==> config.mk <==
export PLATFORM = sky130hd
export DESIGN_NAME = command_frame_builder_unit
export DESIGN_NICKNAME = d
export VERILOG_FILES = /design/src/hw/rtl/cfb_pkg.sv /design/src/hw/rtl/cfb_sequencer.sv /design/src/hw/rtl/cfb_out_reg.sv /design/src/hw/rtl/command_frame_builder_unit.sv
export SDC_FILE = /design/constraint.sdc
export NUM_CORES = 1
export LEC_CHECK = 0
export ABC_AREA = 1
export BUFFER_PORTS_ARGS = -buffer_cell sky130_fd_sc_hd__buf_2
export CORE_MARGIN = 2
export CORE_UTILIZATION = 59
export DETAILED_ROUTE_END_ITERATION = 10
export PLACE_DENSITY = 0.92
export RECOVER_POWER = 25
export SKIP_LAST_GASP = 1
export SYNTH_ARGS = -nofsm -noshare
export SYNTH_HDL_FRONTEND = slang
export SYNTH_SLANG_ARGS = --single-unit
==> constraint.sdc <==
create_clock -name i_clk -period 3.73 [get_ports i_clk]
set_clock_uncertainty 0.05 [all_clocks]
set_input_delay 0.373 -clock i_clk [delete_from_list [all_inputs] [get_ports i_clk]]
set_output_delay 0.373 -clock i_clk [all_outputs]
set_load 0.05 [all_outputs]
==> src/hw/rtl/cfb_pkg.sv <==
// ----------------------------------------------------------------------------
// cfb_pkg
// Shared types, constants and the frame length table of the frame builder.
// ----------------------------------------------------------------------------
package cfb_pkg;

    localparam int COMMAND_COUNT = 77;

    localparam logic [7:0] SYNC_BYTE     = 8'hAA;
    localparam logic [4:0] MIN_FRAME_LEN = 5'd6;

    // Result slot of the last header byte and of the checksum on a start item
    localparam logic [2:0] HDR_LAST_IDX = 3'd4;
    localparam logic [2:0] CSUM_IDX     = 3'd5;

    localparam logic OP_START   = 1'b0;
    localparam logic OP_PAYLOAD = 1'b1;

    typedef enum logic [1:0] {
        ERR_NONE      = 2'd0,
        ERR_UNDEF_LEN = 2'd1,
        ERR_NO_FRAME  = 2'd2,
        ERR_ABANDONED = 2'd3
    } t_err;

    typedef struct packed {
        logic [7:0] out_byte;
        logic       frame_end;
        t_err       error;
    } t_result;

    localparam logic [4:0] FRAME_LEN_ROM [0:COMMAND_COUNT-1] = '{
        5'd11, 5'd11, 5'd18, 5'd18, 5'd6,  5'd7,  5'd7,  5'd8,  5'd8,  5'd7,
        5'd7,  5'd6,  5'd20, 5'd20, 5'd6,  5'd20, 5'd20, 5'd7,
        5'd8,  5'd7,  5'd8,  5'd7,  5'd8,  5'd7,  5'd11, 5'd7,  5'd11, 5'd7,
        5'd11, 5'd7,  5'd10, 5'd6,  5'd10, 5'd6,  5'd10, 5'd6,  5'd8,  5'd19,
        5'd7,
        5'd0,  5'd0,  5'd0,  5'd0,  5'd0,  5'd0,  5'd0,  5'd0,  5'd6,
        5'd8,  5'd7,  5'd8,  5'd6,  5'd6,  5'd6,  5'd7,  5'd8,  5'd7,  5'd7,
        5'd10, 5'd6,  5'd6,  5'd8,  5'd6,  5'd7,  5'd7,  5'd6,
        5'd24, 5'd24, 5'd7,  5'd6,  5'd0,  5'd11, 5'd8,  5'd12, 5'd11, 5'd9,
        5'd7
    };

    // Total frame length of a command, 0 when the command is out of range
    function automatic logic [4:0] frame_len(input logic [6:0] cmd);
        logic [4:0] len;
        len = 5'd0;
        if ({1'b0, cmd} < 8'(COMMAND_COUNT)) begin
            len = FRAME_LEN_ROM[cmd];
        end
        return len;
    endfunction

endpackage

==> src/hw/rtl/cfb_sequencer.sv <==
// ----------------------------------------------------------------------------
// cfb_sequencer
// Holds one input item and the open frame state, and steps through the
// results of the held item, one result per transfer to the output stage.
// ----------------------------------------------------------------------------
module cfb_sequencer (
    input  logic              i_clk,
    input  logic              i_rst_n,
    input  logic              i_in_valid,
    output logic              o_in_ready,
    input  logic              i_operation,
    input  logic [6:0]        i_command,
    input  logic [7:0]        i_data_byte,
    input  logic [7:0]        i_device_address,
    output logic              o_res_valid,
    input  logic              i_res_ready,
    output cfb_pkg::t_result  o_res
);

    logic       r_busy;
    logic [2:0] r_idx;
    logic       r_open;
    logic [4:0] r_left;
    logic [7:0] r_xor;
    logic       r_op;
    logic [6:0] r_cmd;
    logic [7:0] r_data;

    logic       n_open;
    logic [4:0] n_left;
    logic [7:0] n_xor;
    logic       last;
    logic       fire;
    logic       accept;
    logic [4:0] len;
    logic       len_ok;
    logic [7:0] hdr_byte;
    cfb_pkg::t_result res;

    assign len    = cfb_pkg::frame_len(r_cmd);
    assign len_ok = (len >= cfb_pkg::MIN_FRAME_LEN);

    always_comb begin
        case (r_idx)
            3'd0:    hdr_byte = cfb_pkg::SYNC_BYTE;
            3'd1:    hdr_byte = i_device_address;
            3'd2:    hdr_byte = {3'b000, len};
            3'd3:    hdr_byte = {1'b0, r_cmd};
            default: hdr_byte = 8'h00;
        endcase
    end

    always_comb begin
        res.out_byte  = 8'h00;
        res.frame_end = 1'b1;
        res.error     = cfb_pkg::ERR_NONE;
        last          = 1'b1;
        n_open        = r_open;
        n_left        = r_left;
        n_xor         = r_xor;
        if (r_op == cfb_pkg::OP_START) begin
            if (r_open) begin
                res.error = cfb_pkg::ERR_ABANDONED;
                n_open    = 1'b0;
                n_left    = 5'd0;
                n_xor     = 8'h00;
            end else if (!len_ok) begin
                res.error = cfb_pkg::ERR_UNDEF_LEN;
            end else if (r_idx == cfb_pkg::CSUM_IDX) begin
                // zero-payload frame: checksum follows the header directly
                res.out_byte = r_xor;
                n_xor        = 8'h00;
            end else begin
                res.out_byte  = hdr_byte;
                res.frame_end = 1'b0;
                n_xor         = (r_idx == 3'd0) ? cfb_pkg::SYNC_BYTE : (r_xor ^ hdr_byte);
                if (r_idx == cfb_pkg::HDR_LAST_IDX) begin
                    n_left = 5'(len - cfb_pkg::MIN_FRAME_LEN);
                    if (len == cfb_pkg::MIN_FRAME_LEN) begin
                        last = 1'b0;
                    end else begin
                        n_open = 1'b1;
                    end
                end else begin
                    last = 1'b0;
                end
            end
        end else begin
            if (!r_open) begin
                res.error = cfb_pkg::ERR_NO_FRAME;
            end else if (r_idx != 3'd0) begin
                res.out_byte = r_xor;
                n_open       = 1'b0;
                n_left       = 5'd0;
                n_xor        = 8'h00;
            end else begin
                res.out_byte  = r_data;
                res.frame_end = 1'b0;
                n_xor         = r_xor ^ r_data;
                n_left        = 5'(r_left - 5'd1);
                last          = (r_left != 5'd1);
            end
        end
    end

    assign fire        = r_busy && i_res_ready;
    assign o_in_ready  = !r_busy || (fire && last);
    assign accept      = i_in_valid && o_in_ready;
    assign o_res_valid = r_busy;
    assign o_res       = res;

    always_ff @(posedge i_clk) begin
        if (!i_rst_n) begin
            r_busy <= 1'b0;
            r_idx  <= 3'd0;
            r_open <= 1'b0;
            r_left <= 5'd0;
            r_xor  <= 8'h00;
        end else begin
            if (fire) begin
                r_open <= n_open;
                r_left <= n_left;
                r_xor  <= n_xor;
                r_idx  <= last ? 3'd0 : 3'(r_idx + 3'd1);
            end
            if (accept) begin
                r_busy <= 1'b1;
            end else if (fire && last) begin
                r_busy <= 1'b0;
            end
        end
    end

    always_ff @(posedge i_clk) begin
        if (accept) begin
            r_op   <= i_operation;
            r_cmd  <= i_command;
            r_data <= i_data_byte;
        end
    end

    // the checksum slot of the last payload item runs with the count at zero
    a_open_has_left: assert property (@(posedge i_clk) disable iff (!i_rst_n)
        (r_open && r_idx == 3'd0) |-> (r_left != 5'd0))
        else $error("frame open with no payload left");

    a_idle_clean: assert property (@(posedge i_clk) disable iff (!i_rst_n)
        (!r_busy && !r_open) |-> (r_xor == 8'h00 && r_left == 5'd0))
        else $error("closed frame left stale state");

    a_payload_idx: assert property (@(posedge i_clk) disable iff (!i_rst_n)
        (r_busy && r_op == cfb_pkg::OP_PAYLOAD) |-> (r_idx <= 3'd1))
        else $error("payload item stepped past its checksum");

    a_idle_idx: assert property (@(posedge i_clk) disable iff (!i_rst_n)
        !r_busy |-> (r_idx == 3'd0))
        else $error("result slot not rewound after item");

endmodule

==> src/hw/rtl/cfb_out_reg.sv <==
// ----------------------------------------------------------------------------
// cfb_out_reg
// Output register between the sequencer and the result channel.
// ----------------------------------------------------------------------------
module cfb_out_reg (
    input  logic              i_clk,
    input  logic              i_rst_n,
    input  logic              i_res_valid,
    output logic              o_res_ready,
    input  cfb_pkg::t_result  i_res,
    output logic              o_out_valid,
    input  logic              i_out_ready,
    output logic [7:0]        o_out_byte,
    output logic              o_frame_end,
    output logic [1:0]        o_error
);

    logic             r_valid;
    cfb_pkg::t_result r_res;

    assign o_res_ready = !r_valid || i_out_ready;

    always_ff @(posedge i_clk) begin
        if (!i_rst_n) begin
            r_valid <= 1'b0;
        end else if (o_res_ready) begin
            r_valid <= i_res_valid;
        end
    end

    always_ff @(posedge i_clk) begin
        if (o_res_ready && i_res_valid) begin
            r_res <= i_res;
        end
    end

    assign o_out_valid = r_valid;
    assign o_out_byte  = r_res.out_byte;
    assign o_frame_end = r_res.frame_end;
    assign o_error     = r_res.error;

endmodule

==> src/hw/rtl/command_frame_builder_unit.sv <==
// ----------------------------------------------------------------------------
// command_frame_builder_unit
// Path: items are registered in the sequencer, results in the output register.
// Throughput: one result per cycle unless i_out_ready stalls; an item holds the
// sequencer for its 1 to 6 results, so payload bytes stream at 1 per cycle.
// Reset (synchronous, active low) closes any open frame, empties both stages
// and clears the device address to 0.
// ----------------------------------------------------------------------------
module command_frame_builder_unit (
    input  logic       i_clk,
    input  logic       i_rst_n,
    input  logic       i_cfg_valid,
    output logic       o_cfg_ready,
    input  logic [7:0] i_cfg_device_address,
    input  logic       i_in_valid,
    output logic       o_in_ready,
    input  logic       i_operation,
    input  logic [6:0] i_command,
    input  logic [7:0] i_data_byte,
    output logic       o_out_valid,
    input  logic       i_out_ready,
    output logic [7:0] o_out_byte,
    output logic       o_frame_end,
    output logic [1:0] o_error
);

    logic [7:0]       r_device_address;
    logic             res_valid;
    logic             res_ready;
    cfb_pkg::t_result res;

    assign o_cfg_ready = 1'b1;

    always_ff @(posedge i_clk) begin
        if (!i_rst_n) begin
            r_device_address <= 8'h00;
        end else if (i_cfg_valid && o_cfg_ready) begin
            r_device_address <= i_cfg_device_address;
        end
    end

    cfb_sequencer u_seq (
        .i_clk            (i_clk),
        .i_rst_n          (i_rst_n),
        .i_in_valid       (i_in_valid),
        .o_in_ready       (o_in_ready),
        .i_operation      (i_operation),
        .i_command        (i_command),
        .i_data_byte      (i_data_byte),
        .i_device_address (r_device_address),
        .o_res_valid      (res_valid),
        .i_res_ready      (res_ready),
        .o_res            (res)
    );

    cfb_out_reg u_out (
        .i_clk       (i_clk),
        .i_rst_n     (i_rst_n),
        .i_res_valid (res_valid),
        .o_res_ready (res_ready),
        .i_res       (res),
        .o_out_valid (o_out_valid),
        .i_out_ready (i_out_ready),
        .o_out_byte  (o_out_byte),
        .o_frame_end (o_frame_end),
        .o_error     (o_error)
    );

endmodule
==> metrics.txt, run 1 <==
number of global-route vias before repair=between 3,000 and 4,000; global placer's final weighted congestion=between 0.9 and 1; most common library cell in the layout ignoring fill and taps=nand2_1; commonest cells after routing, fill and taps aside=nand2_1 (103), nor2_1 (53), inv_1 (46); ant diodes=0; post-route ant nets=0; Synth Area in Simple Gates=0.278; startpoint types=flop; combinational power share=0.235; I/O pin count=43; Syn-to-layout area delta=8.68%; overall power=between 1 and 1.5 mW; RSZ-0062 raised after global routing=no; hold crit path type=input pin to flop; Slew @ Worst Pin=roughly 0.67 ns; setup TNS=0 ns; status=finished clean; Setup violations, final=0; die area=approximately 6700 um2; Iter 0 DRT Violations=between 300 and 400; post-CTS setup buffers=0; worst-path maximum fanout=10; mux share of post-synthesis cell area=0; Post-Route Utilization=0.658; share of cells above drive strength 1=0.169; register area share after synthesis=0.379; pre-CTS setup slack=roughly 0.61 ns; Synth Area in Adders=0.0562; WL/cell=15.2 um; row cnt=28; P_int=slightly below 0.9 mW; # DRC=0; DIE WIDTH=81.7 um; Clock transition at path regs=around 0.10 ns; fin crit period=~3.5 ns; Synth Area in Compound Gates=0.169; DR pass1 iterations=5; first-pass GRT wire length=approximately 14,000 um; xor/xnor share of the synthesized area=0.0271; # clock sinks=54; crit share post-route=0.932; Ys Warns=0; max-slew violations=0; net switching share of the total power=0.331; Pleak=about 1.7 nW; Psw=between 0.4 and 0.5 mW; latest clock arrival within the worst-skew pair=roughly 0.31 ns; pin count of the biggest net entering global routing=19; vias per cell=roughly 5.9; Final nets=roughly 560; Clk network pwr share=0.249; initial antenna violation count=0; Cells after Synth=around 480; Post-CTS Hold Fix Bufs=0; Synthesized Nets=520; Crit. End Element=output port; Total GRT Usage=0.278; syn avg cell area=7.50 um2; Cell variety after synth=43; Max Freq=288 MHz; HPWL Detailed=6670 um; Power Density=346 nW/um2; Syn Std Cell Area=3560 um2; Max-Cap Viols=0; grt total ovfl=0; relative slew slack=0.556; largest family of logic cells by synthesized area=simple AND/OR/NAND/NOR gates; fin worst setup slack=around 0.25 ns; Data required, critical path=roughly 3.3 ns; final-report hold violation count=0; DP Cell Count=581; total wire length=between 8000 and 9000 um; DIE HEIGHT=a little over 80 um; Peak VDD IR=between 0.2 and 0.3 mV; vias=between 3,000 and 4,000; critical path type=flop to output port; total CTS buffers=5; CTS tree=yes; fin cells=between 500 and 600; CTS-repair resized insts=0; CTS Buffer Depth=2; Sequential Power Share=0.516; FF+latch count, synth=54; Root Driver=clkbuf_8; Port-buffer cells=41; Initial Util=0.605; Core Region=roughly 6000 um2; H-tree depth=2; Arr. time, crit path=about 3.1 ns
-- registers in the layout, indices dropped and copies added (netlist names), 2 cells and up --
register,flops
u_seq.r_cmd,7
u_seq.r_xor,8
u_out.o_error,2
u_out.o_out_byte,8
u_seq.r_data,8
u_seq.r_idx,3
u_seq.r_left,5
r_device_address,8
-- kinds of logic (layout without fill, tap and decap cells) --
family	after synthesis	count (layout)
buf+inv	71	110
simple gates	219	219
xor+xnor	11	11
compound gates	103	103
other cells	1	1
flops	54	54
fa+ha+maj	16	16
-- cell usage after synthesis, drive strengths merged --
cell type / instances / area (um2)
clkinv: 4 / 16.3
edfxtp: 27 / 811
o41ai: 1 / 8.76
ha: 16 / 200
a21oi: 38 / 205
clkbuf: 5 / 18.8
buf: 8 / 78.8
o221ai: 1 / 8.76
xor2: 1 / 8.76
o211ai: 3 / 22.5
nor3: 2 / 10.0
nand2: 110 / 435
dfxtp: 27 / 541
a221oi: 2 / 17.5
nand4: 1 / 6.26
o22ai: 11 / 68.8
or2: 2 / 15.0
xnor2: 10 / 87.6
conb: 1 / 3.75
nor2: 58 / 235
inv: 54 / 203
o2111ai: 1 / 8.76
nand3: 46 / 288
a32o: 1 / 10.0
a21boi: 1 / 7.51
o32ai: 2 / 17.5
o21bai: 1 / 7.51
a31oi: 1 / 6.26
a211oi: 1 / 7.51
o21ai: 39 / 206
-- stage by stage --
stage | hold WS, ns | area, um2
after global placement | 0.405 | 3780
after detailed placement | 0.411 | 3780
after global routing | 0.163 | 3870
after CTS | 0.176 | 3870
after floorplan | 0.384 | 3560
final | 0.179 | 3870
-- cell type report --
cell class,instances,area [um2]
Clock buffer,6,72.6
Clock inverter,2,13.8
Fill cell,510,2020
Inverter,58,219
Multi-Input combinational cell,350,1890
Sequential cell,54,1350
Tap cell,75,93.8
Timing Repair Buffer,44,226
-- critical path, cell delays in order (launching register included) --
cell	delay [ns]
edfxtp_1	0.59
inv_2	0.16
ha_1	0.34
inv_1	0.08
nand2_1	0.06
nand2_1	0.09
nand3_2	0.07
nand3_2	0.08
nand2_2	0.10
ha_1	0.26
nor2_2	0.21
o21ai_2	0.11
nand3_1	0.10
nand3_1	0.11
nand2_1	0.11
buf_2	0.26
-- metal layers --
metal / routed length (um) / global-route usage
met1: 3770 / 0.360
met2: 4180 / 0.457
met3: 723 / 0.0582
met4: 264 / 0.112
met5: 0 / 0
-- worst paths after layout --
check	to	cells past startpoint	from	slack, ns
setup / recovery	o_in_ready	15	u_seq.r_cmd[0]	0.25
hold / removal	u_seq.r_data[6]	1	i_data_byte[6]	0.18
setup reg to reg	u_seq.r_cmd[4]	15	u_seq.r_cmd[0]	0.56
hold reg to reg	r_device_address[4]	2	r_device_address[4]	0.42
-- power groups by stage --
stage               sequential (mW)  clock [mW]  combinational [mW]
floorplan                     0.725           0               0.211
global placement              0.703           0               0.303
detailed placement            0.704           0               0.307
CTS                           0.690       0.335               0.309
global route                  0.695       0.355               0.345
finish                        0.691       0.334               0.314
(Power assumes the default switching activity.)
==> run 2, diff against run 1 <==
--- a/config.mk
+++ b/config.mk
@@ -8,9 +8,9 @@
 export ABC_AREA = 1
 export BUFFER_PORTS_ARGS = -buffer_cell sky130_fd_sc_hd__buf_2
 export CORE_MARGIN = 2
-export CORE_UTILIZATION = 59
+export CORE_UTILIZATION = 53
 export DETAILED_ROUTE_END_ITERATION = 10
-export PLACE_DENSITY = 0.92
+export PLACE_DENSITY = 0.88
 export RECOVER_POWER = 25
 export SKIP_LAST_GASP = 1
 export SYNTH_ARGS = -nofsm -noshare
==> constraint.sdc (replaced) <==
create_clock -name i_clk -period 2.95 [get_ports i_clk]
set_clock_uncertainty 0.05 [all_clocks]
set_input_delay 0.295 -clock i_clk [delete_from_list [all_inputs] [get_ports i_clk]]
set_output_delay 0.295 -clock i_clk [all_outputs]
set_load 0.05 [all_outputs]
==> metrics.txt, run 2 (same netlist as run 1, synthesis figures left out) <==
status=finished with violations; violated checks=setup timing; relative slew slack=0.658 (+0.102); Power Density=428 nW/um2 (+24%); H-tree depth=2 (unchanged); vias per cell=5.74 (-2.7%); Setup violations, final=1 (+1); Psw=0.614 mW (+38%); number of global-route vias before repair=3,375 (+3.9%); grt total ovfl=0 (unchanged); setup TNS=-0.00711 ns (-0.00711 ns); startpoint types=flop; Crit. End Element=output port; max-slew violations=0 (unchanged); fin crit period=between 2 and 3 ns; Max-Cap Viols=0 (unchanged); FF/Latch Area=1350 um2 (unchanged); P_int=1.20 mW (+34%); Slew @ Worst Pin=0.511 ns (-0.155 ns); total CTS buffers=5 (unchanged); # clock sinks=54 (unchanged); pre-CTS setup slack=0.0713 ns (-0.536 ns); Final nets=586 (+5.0%); critical path type=flop to output port; vias=3,552 (+2.2%); ant diodes=0 (unchanged); Port-buffer cells=41 (unchanged); final-report hold violation count=0 (unchanged); Clock transition at path regs=0.11 ns (about the same); Max Freq=around 340 MHz; most common library cell in the layout ignoring fill and taps=nand2_1; crit share post-route=1.00; DR pass1 iterations=5 (unchanged); net switching share of the total power=0.339 (+0.00732); total wire length=9240 um (+3.5%); RSZ-0062 raised after global routing=yes; Data required, critical path=2.61 ns (-0.70 ns); Iter 0 DRT Violations=422 (+8.5%); Peak VDD IR=0.326 mV (+11%); Core Region=6420 um2 (+9.1%); Sequential Power Share=0.479 (-0.037); commonest cells after routing, fill and taps aside=nand2_1 (98), nor2_1 (51), inv_1 (46); CTS tree=yes; fin worst setup slack=-0.00711 ns (-0.260 ns); Pleak=1.84 nW (+9.5%); DIE WIDTH=86.0 um (+5.2%); row cnt=29 (+3.6%); pin count of the biggest net entering global routing=20 (+1); HPWL Detailed=6610 um (-0.85%); CTS Buffer Depth=2 (unchanged); multi-input logic area=2000 um2 (+5.7%); WL/cell=14.9 um (-1.5%); Total GRT Usage=0.252 (-0.0264); hold crit path type=input pin to flop; Initial Util=0.554 (-0.0506); initial antenna violation count=0 (unchanged); first-pass GRT wire length=15,100 um (+4.6%); share of cells above drive strength 1=0.244 (+0.0743); global placer's final weighted congestion=0.937 (-0.24%); post-route ant nets=0 (unchanged); Root Driver=clkbuf_8; die area=7390 um2 (+11%); worst-path maximum fanout=8 (-2); DIE HEIGHT=86.0 um (+5.2%); I/O pin count=43 (unchanged); Clk network pwr share=0.249 (about the same); combinational power share=0.272 (+0.037); latest clock arrival within the worst-skew pair=0.32 ns (about the same); # fillers=510 (unchanged); overall power=1.81 mW (+35%); # DRC=0 (unchanged); Syn-to-layout area delta=18.8%; Arr. time, crit path=2.61 ns (-0.44 ns)
## run 2: cell count changes in the layout (fill, tap and decap cells not counted), sizes merged
cell / previous run / this run
buf: 43 / 71
clkbuf: 7 / 6
clkinv: 5 / 6
## run 2: path summary, 6_finish.rpt
| kind | startpoint | to | slack, ns | cells after the start |
|---|---|---|---|---|
| max | u_seq.r_cmd[1] | o_in_ready | -0.007 | 15 |
| max reg2reg | u_seq.r_cmd[1] | u_seq.r_cmd[1] | 0.03 | 18 |
| min reg2reg | r_device_address[4] | r_device_address[4] | 0.44 | 2 |
| min | i_data_byte[4] | u_seq.r_data[4] | 0.09 | 1 |
## run 2: area by class of cell
class | instances | area share
well taps | 77 | 0.0228
repair buffers | 72 | 0.109
flip-flops and latches | 54 | 0.320
multi-input cells | 350 | 0.473
clock buffers | 5 | 0.0163
inverters | 58 | 0.0518
clock inverters | 3 | 0.00680
## run 2: power groups by stage
stage               Clock (mW)  Combinational, mW  Sequential [mW]
global placement             0              0.418            0.883
CTS                      0.445              0.440            0.867
detailed placement           0              0.422            0.885
finish                   0.450              0.493            0.868
floorplan                    0              0.269            0.917
global route             0.472              0.535            0.873
## run 2: worst max-delay path, stage by stage, from the launching register on
cell and delay [ns]:
edfxtp_1 0.53, inv_2 0.18, ha_4 0.23, nand2_2 0.06
nor2_2 0.04, a21oi_1 0.13, nand2_1 0.06, inv_1 0.06
nor2_2 0.04, nor2_2 0.19, nand3_4 0.13, o21ai_4 0.21
nand3_2 0.11, nand3_2 0.09, nand2_2 0.07, buf_8 0.16
## run 2: stage by stage
stage	area (um2)	hold WS (ns)	cells	utilization
floorplan	3570	0.344	475	-
global placement	3910	0.407	596	0.609
detailed placement	3910	0.421	596	0.609
CTS	4080	0.0918	610	0.635
finish	4230	0.0857	619	0.658
global route	4230	0.0815	619	0.658
## run 2: routing by layer
metal  wire length (um)  up-vias  track usage
met3                874       30       0.0472
met2               4380      210        0.415
met1               3730     1597        0.324
met4                264        0        0.107
met5                  0        -            0
li1                   -     1715            -
## run 2: what timing repair did
| action | CTS | global route |
|---|---|---|
| buffers inserted | 6 | 9 |
| hold buffers | 0 | 0 |
| gates resized for setup | 8 | 18 |
| setup endpoints to repair | 1 | 17 |
| pin swaps | 2 | 12 |
